===== src/sv/scla_pkg.sv =====
`default_nettype none
package scla_pkg;

    // input beat kinds (s_tuser)
    localparam logic CMD_BYTE = 1'b0;
    localparam logic CMD_OVF  = 1'b1;

    // output beat kinds (m_tuser)
    localparam logic KIND_ECHO = 1'b0;
    localparam logic KIND_CMD  = 1'b1;

    localparam logic [7:0] CH_CR    = 8'd13;
    localparam logic [7:0] CH_LF    = 8'd10;
    localparam logic [7:0] PRINT_LO = 8'd32;
    localparam logic [7:0] PRINT_HI = 8'd126;

    localparam int LEN_W   = 4;
    localparam int TDATA_W = 16;

    typedef enum logic [2:0] {
        ST_IDLE,
        ST_WORK,
        ST_ECHO,
        ST_CR,
        ST_LF,
        ST_CMD
    } state_t;

endpackage
`default_nettype wire


===== src/sv/scla_line_ram.sv =====
`default_nettype none
module scla_line_ram #(
    parameter int DEPTH = 15,
    parameter int AW    = 4
) (
    input  wire logic          clk,
    input  wire logic          wr_en,
    input  wire logic [AW-1:0] wr_addr,
    input  wire logic [7:0]    wr_data,
    input  wire logic [AW-1:0] rd_addr,
    output logic      [7:0]    rd_data
);

    logic [7:0] mem [DEPTH];
    logic [7:0] rd_data_reg;

    always_ff @(posedge clk)
    begin
        if (wr_en)
        begin
            mem[wr_addr] <= wr_data;
        end
    end

    always_ff @(posedge clk)
    begin
        rd_data_reg <= mem[rd_addr];
    end

    assign rd_data = rd_data_reg;

endmodule
`default_nettype wire


===== src/sv/serial_command_line_assembler.sv =====
`default_nettype none
// Serial command line assembler with terminal echo.
//
// Slave channel: one beat per received event. s_tuser = cmd (0 = received
// byte in s_tdata, 1 = receive overflow, which clears the line silently).
// Master channel: echo beats (m_tuser = 0) and command beats (m_tuser = 1);
// m_tlast marks the final beat caused by one input beat.
//
// One input beat is worked on at a time. An accepted beat is registered,
// decoded in ST_WORK, and its first output beat is loaded from ST_ECHO or
// ST_CR, terminators included. A terminator emits CR and LF, then the
// command bytes stream out one per cycle while m_tready does not stall, read
// from the line RAM, whose read is prefetched one address ahead. The line
// RAM has a single read port and the output register holds one beat.
//
// Reset clears the fill count, the overflow flag, the output valid flag and
// the sequencer; the line RAM holds no reset and needs no clearing pass,
// since only entries below the fill count are read.
// A stall on m_tready simply holds the output register and the sequencer;
// nothing is dropped. A new input may be taken as soon as the last output
// beat of the previous one is loaded, while that beat still waits.
module serial_command_line_assembler #(
    parameter int LINE_CAPACITY = 16
) (
    input  wire logic                         clk,
    input  wire logic                         rst_n,
    input  wire logic                         s_tvalid,
    output logic                              s_tready,
    input  wire logic [7:0]                   s_tdata,   // [7:0] rx_byte
    input  wire logic                         s_tuser,   // [0] cmd
    output logic                              m_tvalid,
    input  wire logic                         m_tready,
    output logic [scla_pkg::TDATA_W-1:0]      m_tdata,   // [7:0] out_byte,
                                                         // [11:8] command_length
    output logic                              m_tuser,   // [0] kind
    output logic                              m_tlast    // last_of_run
);

    import scla_pkg::*;

    localparam int STORE_DEPTH = LINE_CAPACITY - 1;
    localparam int CW = $clog2(LINE_CAPACITY);
    localparam int AW = (STORE_DEPTH > 1) ? $clog2(STORE_DEPTH) : 1;
    localparam logic [CW-1:0] DEPTH_C = CW'(STORE_DEPTH);

    state_t state_reg, state_next;

    // accepted item
    logic       cmd_reg, cmd_next;
    logic [7:0] byte_reg, byte_next;

    // line state
    logic [CW-1:0] count_reg, count_next;
    logic          ovf_reg, ovf_next;
    logic [CW-1:0] idx_reg, idx_next;

    // output register
    logic             m_tvalid_reg, m_tvalid_next;
    logic             kind_reg, kind_next;
    logic [7:0]       obyte_reg, obyte_next;
    logic [LEN_W-1:0] olen_reg, olen_next;
    logic             olast_reg, olast_next;

    logic          out_free;
    logic          out_load;
    logic          printable;
    logic          is_term;
    logic          has_cmd;
    logic          cmd_last;
    logic          wr_en;
    logic [CW-1:0] rd_idx;
    logic [7:0]    rd_data;

    assign out_free  = !m_tvalid_reg || m_tready;
    assign printable = byte_reg inside {[PRINT_LO:PRINT_HI]};
    assign is_term   = (byte_reg == CH_CR) || (byte_reg == CH_LF);
    assign has_cmd   = (count_reg != '0) && !ovf_reg;
    assign cmd_last  = (idx_reg == count_reg - CW'(1));

    // prefetch the next stored byte as soon as the current one is taken
    assign rd_idx = (state_reg == ST_CMD && out_free && !cmd_last) ?
                    idx_reg + CW'(1) : idx_reg;

    scla_line_ram #(
        .DEPTH (STORE_DEPTH),
        .AW    (AW)
    ) u_line_ram (
        .clk     (clk),
        .wr_en   (wr_en),
        .wr_addr (count_reg[AW-1:0]),
        .wr_data (byte_reg),
        .rd_addr (rd_idx[AW-1:0]),
        .rd_data (rd_data)
    );

    always_ff @(posedge clk or negedge rst_n)
    begin
        if (!rst_n)
        begin
            state_reg    <= ST_IDLE;
            count_reg    <= '0;
            ovf_reg      <= 1'b0;
            idx_reg      <= '0;
            m_tvalid_reg <= 1'b0;
        end
        else
        begin
            state_reg    <= state_next;
            count_reg    <= count_next;
            ovf_reg      <= ovf_next;
            idx_reg      <= idx_next;
            m_tvalid_reg <= m_tvalid_next;
        end
    end

    always_ff @(posedge clk)
    begin
        cmd_reg   <= cmd_next;
        byte_reg  <= byte_next;
        kind_reg  <= kind_next;
        obyte_reg <= obyte_next;
        olen_reg  <= olen_next;
        olast_reg <= olast_next;
    end

    always_comb
    begin
        state_next = state_reg;
        cmd_next   = cmd_reg;
        byte_next  = byte_reg;
        count_next = count_reg;
        ovf_next   = ovf_reg;
        idx_next   = idx_reg;
        kind_next  = kind_reg;
        obyte_next = obyte_reg;
        olen_next  = olen_reg;
        olast_next = olast_reg;
        out_load   = 1'b0;
        wr_en      = 1'b0;
        s_tready   = 1'b0;

        case (state_reg)
            ST_IDLE:
            begin
                s_tready = 1'b1;
                if (s_tvalid)
                begin
                    cmd_next   = s_tuser;
                    byte_next  = s_tdata;
                    state_next = ST_WORK;
                end
            end
            ST_WORK:
            begin
                state_next = ST_IDLE;
                if (cmd_reg == CMD_OVF)
                begin
                    count_next = '0;
                    ovf_next   = 1'b0;
                end
                else if (is_term)
                begin
                    state_next = ST_CR;
                end
                else if (ovf_reg)
                begin
                    if (printable)
                    begin
                        state_next = ST_ECHO;
                    end
                end
                else if (count_reg < DEPTH_C)
                begin
                    wr_en      = 1'b1;
                    count_next = count_reg + CW'(1);
                    if (printable)
                    begin
                        state_next = ST_ECHO;
                    end
                end
                else
                begin
                    ovf_next = 1'b1;
                end
            end
            ST_ECHO:
            begin
                if (out_free)
                begin
                    out_load   = 1'b1;
                    kind_next  = KIND_ECHO;
                    obyte_next = byte_reg;
                    olen_next  = '0;
                    olast_next = 1'b1;
                    state_next = ST_IDLE;
                end
            end
            ST_CR:
            begin
                if (out_free)
                begin
                    out_load   = 1'b1;
                    kind_next  = KIND_ECHO;
                    obyte_next = CH_CR;
                    olen_next  = '0;
                    olast_next = 1'b0;
                    state_next = ST_LF;
                end
            end
            ST_LF:
            begin
                if (out_free)
                begin
                    out_load   = 1'b1;
                    kind_next  = KIND_ECHO;
                    obyte_next = CH_LF;
                    olen_next  = '0;
                    olast_next = !has_cmd;
                    if (has_cmd)
                    begin
                        state_next = ST_CMD;
                    end
                    else
                    begin
                        count_next = '0;
                        ovf_next   = 1'b0;
                        state_next = ST_IDLE;
                    end
                end
            end
            ST_CMD:
            begin
                if (out_free)
                begin
                    out_load   = 1'b1;
                    kind_next  = KIND_CMD;
                    obyte_next = rd_data;
                    olen_next  = LEN_W'(count_reg);
                    olast_next = cmd_last;
                    if (cmd_last)
                    begin
                        idx_next   = '0;
                        count_next = '0;
                        ovf_next   = 1'b0;
                        state_next = ST_IDLE;
                    end
                    else
                    begin
                        idx_next = idx_reg + CW'(1);
                    end
                end
            end
            default:
            begin
                state_next = ST_IDLE;
            end
        endcase

        if (out_load)
        begin
            m_tvalid_next = 1'b1;
        end
        else if (m_tready)
        begin
            m_tvalid_next = 1'b0;
        end
        else
        begin
            m_tvalid_next = m_tvalid_reg;
        end
    end

    assign m_tvalid = m_tvalid_reg;
    assign m_tdata  = {{(TDATA_W - LEN_W - 8){1'b0}}, olen_reg, obyte_reg};
    assign m_tuser  = kind_reg;
    assign m_tlast  = olast_reg;

    // fill count never runs past the store
    assert property (@(posedge clk) disable iff (!rst_n) count_reg <= DEPTH_C)
        else $error("fill count beyond line store");

    // never overwrite a beat that is still waiting
    assert property (@(posedge clk) disable iff (!rst_n) out_load |-> out_free)
        else $error("output register overwritten");

    // command readout only for a valid, non-overflowed line
    assert property (@(posedge clk) disable iff (!rst_n)
        (state_reg == ST_CMD) |-> (count_reg != '0 && !ovf_reg && idx_reg < count_reg))
        else $error("command readout on empty or overflowed line");

    // a store write only while there is room
    assert property (@(posedge clk) disable iff (!rst_n) wr_en |-> (count_reg < DEPTH_C))
        else $error("write to full line store");

    // line is cleared after its last command beat
    assert property (@(posedge clk) disable iff (!rst_n)
        (state_reg == ST_CMD && out_free && cmd_last) |=>
        (count_reg == '0 && !ovf_reg && m_tvalid_reg && m_tlast))
        else $error("line not cleared after command");

endmodule
`default_nettype wire


===== config.mk =====
export PLATFORM = sky130hd
export DESIGN_NAME = serial_command_line_assembler
export DESIGN_NICKNAME = d
export VERILOG_FILES = /design/src/sv/scla_pkg.sv /design/src/sv/scla_line_ram.sv /design/src/sv/serial_command_line_assembler.sv
export SDC_FILE = /design/constraint.sdc
export NUM_CORES = 1
export LEC_CHECK = 0
export ABC_AREA = 1
export ABC_CLOCK_PERIOD_IN_PS = 4400
export BUFFER_PORTS_ARGS = -buffer_cell sky130_fd_sc_hd__buf_4
export CAP_MARGIN = 20
export CORE_MARGIN = 3
export CORE_UTILIZATION = 60
export CTS_CLUSTER_DIAMETER = 50
export DETAILED_ROUTE_END_ITERATION = 6
export GPL_TIMING_DRIVEN = 0
export PLACE_DENSITY = 0.82
export SYNTH_ARGS = -nofsm -noshare
export SYNTH_HDL_FRONTEND = slang
export SYNTH_SLANG_ARGS = --single-unit
export TNS_END_PERCENT = 10

===== constraint.sdc =====
create_clock -name clk -period 4.4 [get_ports clk]
set_input_delay 0.44 -clock clk [delete_from_list [all_inputs] [get_ports clk]]
set_output_delay 0.44 -clock clk [all_outputs]
set_load 0.03 [all_outputs]

==> results.toml, run 1 <==
[layout]
regMostFlops = "u_line_ram.mem"
fin_util = 0.6982
layout.cells.non_filler = 953
drive_gt1_frac = 0.1350
fin_nets = 791
largest_reg_flops = 120
syn_to_final_growth_pct = 13.37
diodes = 0

[synthesis]
synth_area_leaders = "edfxtp_1, nand3_1, nand2_1"
synth_edf_count = 143
synth_seq_area_share = 0.6434
synth_top_area_frac = 0.5781
ys_seq_elements = 164
netlist_area_mm2 = 0.007428
yosys.area.top_type = "edfxtp_1"
ys_warn_count = 0
synth_common_cells = "nand3_1, edfxtp_1, nand2_1, inv_1, nor2_1"
ys_types = 38
syn_area_per_cell_um2 = 10.30
synth_flop_cell = "edfxtp_1"
synth_most_common_cell = "nand3_1"
async_flop_share = 0.07927
syn_inst = 721

[critical_path]
cp.required_ps = 4450
critPathCaptureType = "register"
r2r-start = "byte_reg[2]$_DFFE_PP_"
setup.worst_path.start_class = "register"
critPathMaxFanout = 19
crit_arrival_ps = 3400
crit_type = "reg2reg"
critPathLaunch = "byte_reg[2]$_DFFE_PP_"

[clock_tree]
clkSinkCount = 164
cts_buffer_depth = 2
h-tree-depth = 4
worstSkewPairLatency_ps = 430
cts_tree = "yes"
path_clk_slew_ps = 60
cts_resized = 0
cts_root_buf = "clkbuf_16"
numCtsBuffers = 17

[floorplanning]
initial_core_util = 0.6159
ios = 33
num_rows = 40
chipWidth_um = 117.3
dieHeight_um = 117.3
die-area_mm2 = 0.01375
fp.coreArea_mm2 = 0.01206

[global_routing]
overflow = 0
grt.total_usage = 0.2795
grt_max_degree = 20
grt_pass1_wl_um = 27500
antenna_found_initial = 0
grt_pass1_vias = 5260

[timing]
finalSetupViolations = 0
holdWs_ps = 183.1
finalHoldViolations = 0
setup_tns_ps = 0
timing.final.max_slew_violations = 0
finalClockSkew_ps = 6.378
relSlewSlack = 0.3628
max_freq_mhz = 299.3
min_period_ps = 3341
rsz0062_at_grt = "no"
tightest_slew_ps = 955.8
final.period_utilization = 0.7593

[place]
gp_congestion = 0.9640
dp_cells = 920
hpwl_um = 12220
io_buffers = 28

[pwr]
peakVddDrop_uv = 472.6
power_w = 0.006054
power_leakage_nw = 3.574
pwr_density_cell_mw_per_mm2 = 718.8

[routing]
drt-total-wl_um = 18080
via_count = 5440
drt_iter0_drc = 631
wl_per_cell_um = 18.97
firstDrtPassIters = 5
ant_nets = 0
drcViolationCount = 0
viasPerCell = 5.708

[hold_path]
hold_class = "in2reg"
worstHoldStart = "s_tuser"

[run_status]
status = "complete, no violations"

[job]
drv_cap = 0
per-layer routing:
metal,track usage,wire length [um],vias up
met1,0.3377,6801,2581
met3,0.07661,1647,67
met5,0,0,-
met2,0.4585,8886,286
met4,0.1476,743,0
li1,-,-,2506
cells in the final DEF (no fill, tap or decap), types with 3 or more instances in the layout:
cell       netlist  final
nor3_1           6      6
nand3_1        160    160
ha_1             6      6
clkinv_2         0      4
nor2_2           3      3
a31oi_1          4      4
nand2_1        128    128
conb_1           1      4
inv_2            8      8
nor2_1          38     38
clkbuf_16        0     17
buf_6            3      3
nand3b_1         7      7
dfxtp_1          8      8
clkbuf_1         3      7
xor2_1           5      5
buf_4           11     39
inv_1          113    113
buf_2           17     17
dfrtp_1         13     13
edfxtp_1       143    143
o21ai_0         16     16
a21oi_1          7      7
worst max-delay path, cell delays in order, from the launching register on:
cell and delay, ps:
edfxtp_1 970, nor3_1 170, o21ai_0 280, nor3b_1 480, nand2_1 320, nor2_1 720
cells by family after synthesis:
family / Yosys count / synth area share
AOI/OAI and AO/OA: 37 / 0.02998
xor gates and xnor gates: 6 / 0.007074
adders and majority gates: 6 / 0.01011
buffers and inverters: 156 / 0.09028
DFF: 164 / 0.6434
other: 1 / 0.0005048
and+or+nand+nor: 351 / 0.2186
final timing paths:
check	end	cells after the start	slack, ps
setup / recovery	u_line_ram.mem[4][0]$_DFFE_PP_	5	1060
hold / removal	cmd_reg$_DFFE_PP_	1	180
setup reg to reg	u_line_ram.mem[4][0]$_DFFE_PP_	5	1060
hold reg to reg	obyte_reg[4]$_DFFE_PP_	2	530
max in group asynchronous	idx_reg[1]$_DFFE_PN0N_	2	3770
min in group asynchronous	state_reg[1]$_DFFE_PN0P_	2	450
cell type report:
type,instances,area (um2)
clock inverters,11,111.4
fillers,863,3640
plain buffers,35,216.5
multi-input cells,404,1989
inverters,121,454.2
repair buffers,29,220.2
flip-flops and latches,164,4780
clock buffers,21,440.4
well taps,168,210.2
where the power goes:
group	internal [W]	switching (W)
Combinational	0.000727	0.00164
Clock	0.000826	0.000566
Sequential	0.00207	0.000229
metrics by stage:
step                setup WS, ps  instance area [um2]
finish                      1059                 8422
global route               907.4                 8422
CTS                         1107                 8422
detailed placement          1212                 7860
global placement            1306                 7860
floorplan                   2241                 7440
timing repair:
item / CTS / global route
hold buffers: 1 / 0
setup buffers: 0 / 0
endpoints found under the hold margin: 13 / 0
(Power assumes the default switching activity.)
==> run 2: changes to the inputs <==
--- a/config.mk
+++ b/config.mk
@@ -6,15 +6,15 @@
 export NUM_CORES = 1
 export LEC_CHECK = 0
 export ABC_AREA = 1
-export ABC_CLOCK_PERIOD_IN_PS = 4400
+export ABC_CLOCK_PERIOD_IN_PS = 2700
 export BUFFER_PORTS_ARGS = -buffer_cell sky130_fd_sc_hd__buf_4
 export CAP_MARGIN = 20
 export CORE_MARGIN = 3
-export CORE_UTILIZATION = 60
+export CORE_UTILIZATION = 55
 export CTS_CLUSTER_DIAMETER = 50
 export DETAILED_ROUTE_END_ITERATION = 6
 export GPL_TIMING_DRIVEN = 0
-export PLACE_DENSITY = 0.82
+export PLACE_DENSITY = 0.79
 export SYNTH_ARGS = -nofsm -noshare
 export SYNTH_HDL_FRONTEND = slang
 export SYNTH_SLANG_ARGS = --single-unit
==> constraint.sdc (replaced) <==
create_clock -name clk -period 2.7 [get_ports clk]
set_input_delay 0.27 -clock clk [delete_from_list [all_inputs] [get_ports clk]]
set_output_delay 0.27 -clock clk [all_outputs]
set_load 0.03 [all_outputs]
==> run 2 against run 1 <==
Non-clock buffer count rose by 22. Clock skew up 2.8 ps. Via count is essentially flat. Critical path type unchanged. Maximum frequency rose by 29%.
==> results.toml, run 2 (synthesis results as in run 1) <==
[global_routing]
grt_pass1_wl_um = 27730
overflow = 0
grt_max_degree = 19
antenna_found_initial = 0
grt.total_usage = 0.2538
grt_pass1_vias = 5194

[routing]
firstDrtPassIters = 5
drt-total-wl_um = 18020
viasPerCell = 5.553
via_count = 5436
wl_per_cell_um = 18.41
drt_iter0_drc = 531
ant_nets = 0
drcViolationCount = 0

[run_status]
status = "complete, no violations"

[timing]
relSlewSlack = 0.4701
min_period_ps = 2592
tightest_slew_ps = 792.0
setup_tns_ps = 0
max_freq_mhz = 385.8
timing.final.max_slew_violations = 0
finalClockSkew_ps = 9.161
final.period_utilization = 0.9601
finalHoldViolations = 0
finalSetupViolations = 0

[floorplanning]
fp.coreArea_mm2 = 0.01293
dieHeight_um = 122.2
chipWidth_um = 122.2
initial_core_util = 0.5746
die-area_mm2 = 0.01494
num_rows = 41
ios = 33

[hold_path]
worstHoldStart = "s_tdata[3]"
hold_depth = 1
hold_class = "in2reg"
holdPathEnd = "byte_reg[3]$_DFFE_PP_"

[place]
hpwl_um = 12060
place_area_mm2 = 0.007865
io_buffers = 28
gp_congestion = 0.9151

[critical_path]
reg2reg_to = "u_line_ram.rd_data[1]$_DFF_P_"
r2r-start = "count_reg[1]$_DFFE_PN0P_"
setup.worst_path.start_class = "register"
crit_type = "reg2reg"
crit_arrival_ps = 2950
cp.required_ps = 3060
critPathCaptureType = "register"
reg2regPathDepth = 14
rrSetupSlack_ps = 110
critPathMaxFanout = 10

[layout]
design_area_mm2 = 0.008756
diodes = 0
syn_to_final_growth_pct = 17.87
drive_gt1_frac = 0.1921
largest_reg_flops = 120
fin_util = 0.6773
regMostFlops = "u_line_ram.mem"
final_common_cell = "nand3_1"
mostFrequentLayoutCells = "nand3_1, edfxtp_1, nand2_1"
fin_nets = 813

[clock_tree]
cts_tree = "yes"
cts_root_buf = "clkbuf_16"
worstSkewPairLatency_ps = 430
cts_buffer_depth = 2
path_clk_slew_ps = 60
h-tree-depth = 4
numCtsBuffers = 17
clkSinkCount = 164

[pwr]
pwr_density_cell_mw_per_mm2 = 1162
power_leakage_nw = 3.706
peakVddDrop_uv = 608.5

[job]
drv_cap = 0
run 2: changes by cell type in the layout (fill, tap and decap cells not counted), moves of 4 or more:
cell and delta:
nor2_4 +4, buf_2 -7, nand3_1 -4, buf_4 +20, nor2_1 -15, nand3_2 +4
nor2_2 +11, clkbuf_4 +5
run 2: worst max path at each step:
| stage | cells after the start | to | from | slack [ps] |
|---|---|---|---|---|
| after global routing | 6 | u_line_ram.mem[5][2]$_DFFE_PP_ | byte_reg[0]$_DFFE_PP_ | -30 |
| after CTS | 6 | u_line_ram.mem[9][2]$_DFFE_PP_ | byte_reg[3]$_DFFE_PP_ | -80 |
| after global placement | 5 | u_line_ram.mem[6][3]$_DFFE_PP_ | byte_reg[2]$_DFFE_PP_ | -270 |
| after floorplan | 16 | u_line_ram.rd_data[1]$_DFF_P_ | count_reg[0]$_DFFE_PN0P_ | 540 |
| final | 14 | u_line_ram.rd_data[1]$_DFF_P_ | count_reg[1]$_DFFE_PN0P_ | 110 |
| after detailed placement | 5 | u_line_ram.mem[2][5]$_DFFE_PP_ | byte_reg[2]$_DFFE_PP_ | -360 |
run 2: per-stage QoR:
step / setup WS (ps) / instances / power [W] / hold slack, ps
finish: 107.7 / 979 / 0.01017 / 19.49
global route: -34.63 / 979 / 0.01071 / 8.769
CTS: -82.07 / 961 / 0.009916 / 10.41
detailed placement: -358.5 / 924 / 0.007516 / 128.1
global placement: -271.8 / 924 / 0.007418 / 127.5
floorplan: 540.6 / 724 / 0.006252 / -25.59
run 2: power breakdown:
part	total (W)	switching (W)	leakage (nW)	internal, W
clock	0.00234	0.000934	0.263	0.00141
combinational	0.00425	0.00289	1.92	0.00136
sequential	0.00358	0.000217	1.53	0.00336
run 2: layer usage:
| layer | up-vias | part of all wire | GRT usage |
|---|---|---|---|
| met5 | - | 0 | 0 |
| met4 | 0 | 0.029 | 0.09167 |
| met3 | 38 | 0.077 | 0.06083 |
| met2 | 216 | 0.49 | 0.4167 |
| met1 | 2633 | 0.41 | 0.3324 |
| li1 | 2549 | - | - |
run 2: layout make-up:
type	count	area, um2
plain buffers	35	247.7
fillers	988	4172
multi-input cells	404	2081
flip-flops and latches	164	4781
clock buffers	24	471.7
well taps	172	215.2
repair buffers	51	397.9
inverters	121	459.2
clock inverters	8	102.6
run 2: worst max-delay path, stage by stage (launching register included):
cell and delay (ps):
dfrtp_1 420, inv_2 140, ha_2 300, xor2_1 150
nand2_1 80, nor2_2 140, nand2_4 120, nand2_8 120
nand2_1 70, o21ai_2 130, buf_2 310, nand3_1 160
nand3_1 110, nand3_1 140, nand2_1 120
run 2: what timing repair did:
| action | 4_1_cts | 5_1_grt |
|---|---|---|
| gates resized for setup | 21 | 23 |
| setup endpoints to repair | 125 | 132 |
| buffers inserted | 4 | 18 |
| hold buffers | 1 | 0 |
| endpoints found under the hold margin | 13 | 0 |
| gates cloned | 0 | 0 |
==> run 3: changes to the inputs <==
--- a/config.mk
+++ b/config.mk
@@ -6,15 +6,15 @@
 export NUM_CORES = 1
 export LEC_CHECK = 0
 export ABC_AREA = 1
-export ABC_CLOCK_PERIOD_IN_PS = 2700
+export ABC_CLOCK_PERIOD_IN_PS = 3250
 export BUFFER_PORTS_ARGS = -buffer_cell sky130_fd_sc_hd__buf_4
 export CAP_MARGIN = 20
 export CORE_MARGIN = 3
-export CORE_UTILIZATION = 55
+export CORE_UTILIZATION = 60
 export CTS_CLUSTER_DIAMETER = 50
 export DETAILED_ROUTE_END_ITERATION = 6
 export GPL_TIMING_DRIVEN = 0
-export PLACE_DENSITY = 0.79
+export PLACE_DENSITY = 0.82
 export SYNTH_ARGS = -nofsm -noshare
 export SYNTH_HDL_FRONTEND = slang
 export SYNTH_SLANG_ARGS = --single-unit
==> constraint.sdc (replaced) <==
create_clock -name clk -period 3.25 [get_ports clk]
set_input_delay 0.325 -clock clk [delete_from_list [all_inputs] [get_ports clk]]
set_output_delay 0.325 -clock clk [all_outputs]
set_load 0.03 [all_outputs]
==> run 3 against run 2 <==
Sequential power fell by 14%. Via count fell by 0.72%. Critical path depth fell by 7.
==> results.toml, run 3 (synthesis results as in run 1) <==
[run_status]
status = "complete, no violations"

[global_routing]
antenna_found_initial = 0
grt.total_usage = 0.2794
grt_pass1_wl_um = 27500
grt_pass1_vias = 5258
grt_max_degree = 20
overflow = 0

[place]
dp_cells = 920
gp_congestion = 0.9640
hpwl_um = 12220
place_ws_ps = 61.78
io_buffers = 28

[layout]
fillers = 856
syn_to_final_growth_pct = 13.81
fin_nets = 793
layout.cells.non_filler = 955
multi_input_area_mm2 = 0.002007
drive_gt1_frac = 0.1461
diodes = 0
final_common_cell = "nand3_1"
largest_reg_flops = 120
ff_latch_area_mm2 = 0.004780
regMostFlops = "u_line_ram.mem"
mostFrequentLayoutCells = "nand3_1, edfxtp_1, nand2_1"

[timing]
rsz0062_at_grt = "yes"
max_freq_mhz = 318.0
finalClockSkew_ps = 9.176
final.period_utilization = 0.9676
timing.final.max_slew_violations = 0
finalSetupViolations = 0
finalWorstSetupSlack_ps = 105.2
relSlewSlack = 0.4140
finalHoldViolations = 0
tightest_slew_ps = 875.7
min_period_ps = 3145

[pwr]
pwr_density_cell_mw_per_mm2 = 972.6
power_leakage_nw = 3.582
peakVddDrop_uv = 638.9

[floorplanning]
num_rows = 40
initial_core_util = 0.6159
die-area_mm2 = 0.01375
dieHeight_um = 117.3
fp.coreArea_mm2 = 0.01206
ios = 33
chipWidth_um = 117.3

[job]
drv_cap = 0

[critical_path]
r2r-start = "byte_reg[7]$_DFFE_PP_"
reg2regPathDepth = 7
cp.required_ps = 3310
reg2reg_to = "u_line_ram.mem[9][4]$_DFFE_PP_"
crit_type = "reg2reg"
cp-endpoint = "u_line_ram.mem[9][4]$_DFFE_PP_"
critPathMaxFanout = 18
rrSetupSlack_ps = 110
critPathLaunch = "byte_reg[7]$_DFFE_PP_"
crit_arrival_ps = 3210
setup.worst_path.start_class = "register"
critPathCaptureType = "register"

[routing]
drcViolationCount = 0
drt-total-wl_um = 18120
ant_nets = 0
wl_per_cell_um = 18.97
firstDrtPassIters = 5
via_count = 5397
drt_iter0_drc = 552
viasPerCell = 5.651

[clock_tree]
cts_root_buf = "clkbuf_16"
cts_buffer_depth = 2
worstSkewPairLatency_ps = 430
h-tree-depth = 4
numCtsBuffers = 17
path_clk_slew_ps = 60
clkSinkCount = 164
cts_tree = "yes"

[hold_path]
hold_class = "in2reg"
hold_depth = 1
[run 3: worst min-delay path by stage]
stage                     startpoint  slack, ps                  endpoint
after floorplan                rst_n         30  count_reg[0]$_DFFE_PN0P_
after global placement         rst_n        180      m_tvalid$_DFFE_PN0P_
after detailed placement       rst_n        190  state_reg[1]$_DFFE_PN0P_
after CTS                    s_tuser         50         cmd_reg$_DFFE_PP_
after global routing         s_tuser         60         cmd_reg$_DFFE_PP_
final                        s_tuser         70         cmd_reg$_DFFE_PP_
[run 3: cell type report]
cell class                      instances  share of cell area
Buffer                                 35             0.02560
Clock buffer                           21             0.05209
Clock inverter                         11             0.01317
Tap cell                              168             0.02486
Timing Repair Buffer                   31             0.02782
Multi-Input combinational cell        404              0.2374
Sequential cell                       164              0.5653
Inverter                              121             0.05372
[run 3: power by group]
group	internal [W]	switching, W
sequential	0.00280	0.000290
combinational	0.000993	0.00225
clock	0.00112	0.000778
[run 3: per-stage QoR]
step	instance area, um2	power [W]	setup TNS [ps]	util	hold slack [ps]
CTS	8427	0.008157	0	0.6987	54.02
finish	8454	0.008223	0	0.7009	68.33
global placement	7860	0.006132	0	0.6517	181.1
detailed placement	7860	0.006249	0	0.6517	185.9
global route	8454	0.008621	-2377	0.7009	60.42
floorplan	7440	0.005194	0	-	29.41
[run 3: timing repair]
action | CTS | global route
endpoints found under the setup margin | 16 | 101
setup buffers | 0 | 2
hold buffers | 1 | 0
resized for setup | 2 | 5
endpoints found under the hold margin | 13 | 0
[run 3: critical path: stages (launching register included)]
cell	delay, ps
edfxtp_1	880
nor2_1	130
nand2_1	120
nor2_1	50
o21ai_0	150
nor3b_1	490
nand2_1	300
nor2_1	650
[run 3: routing by layer]
layer / vias up / share of wire / track usage
met4: 0 / 0.036 / 0.1476
met3: 63 / 0.095 / 0.07661
li1: 2512 / - / -
met2: 275 / 0.49 / 0.4578
met1: 2547 / 0.37 / 0.3381
met5: - / 0 / 0
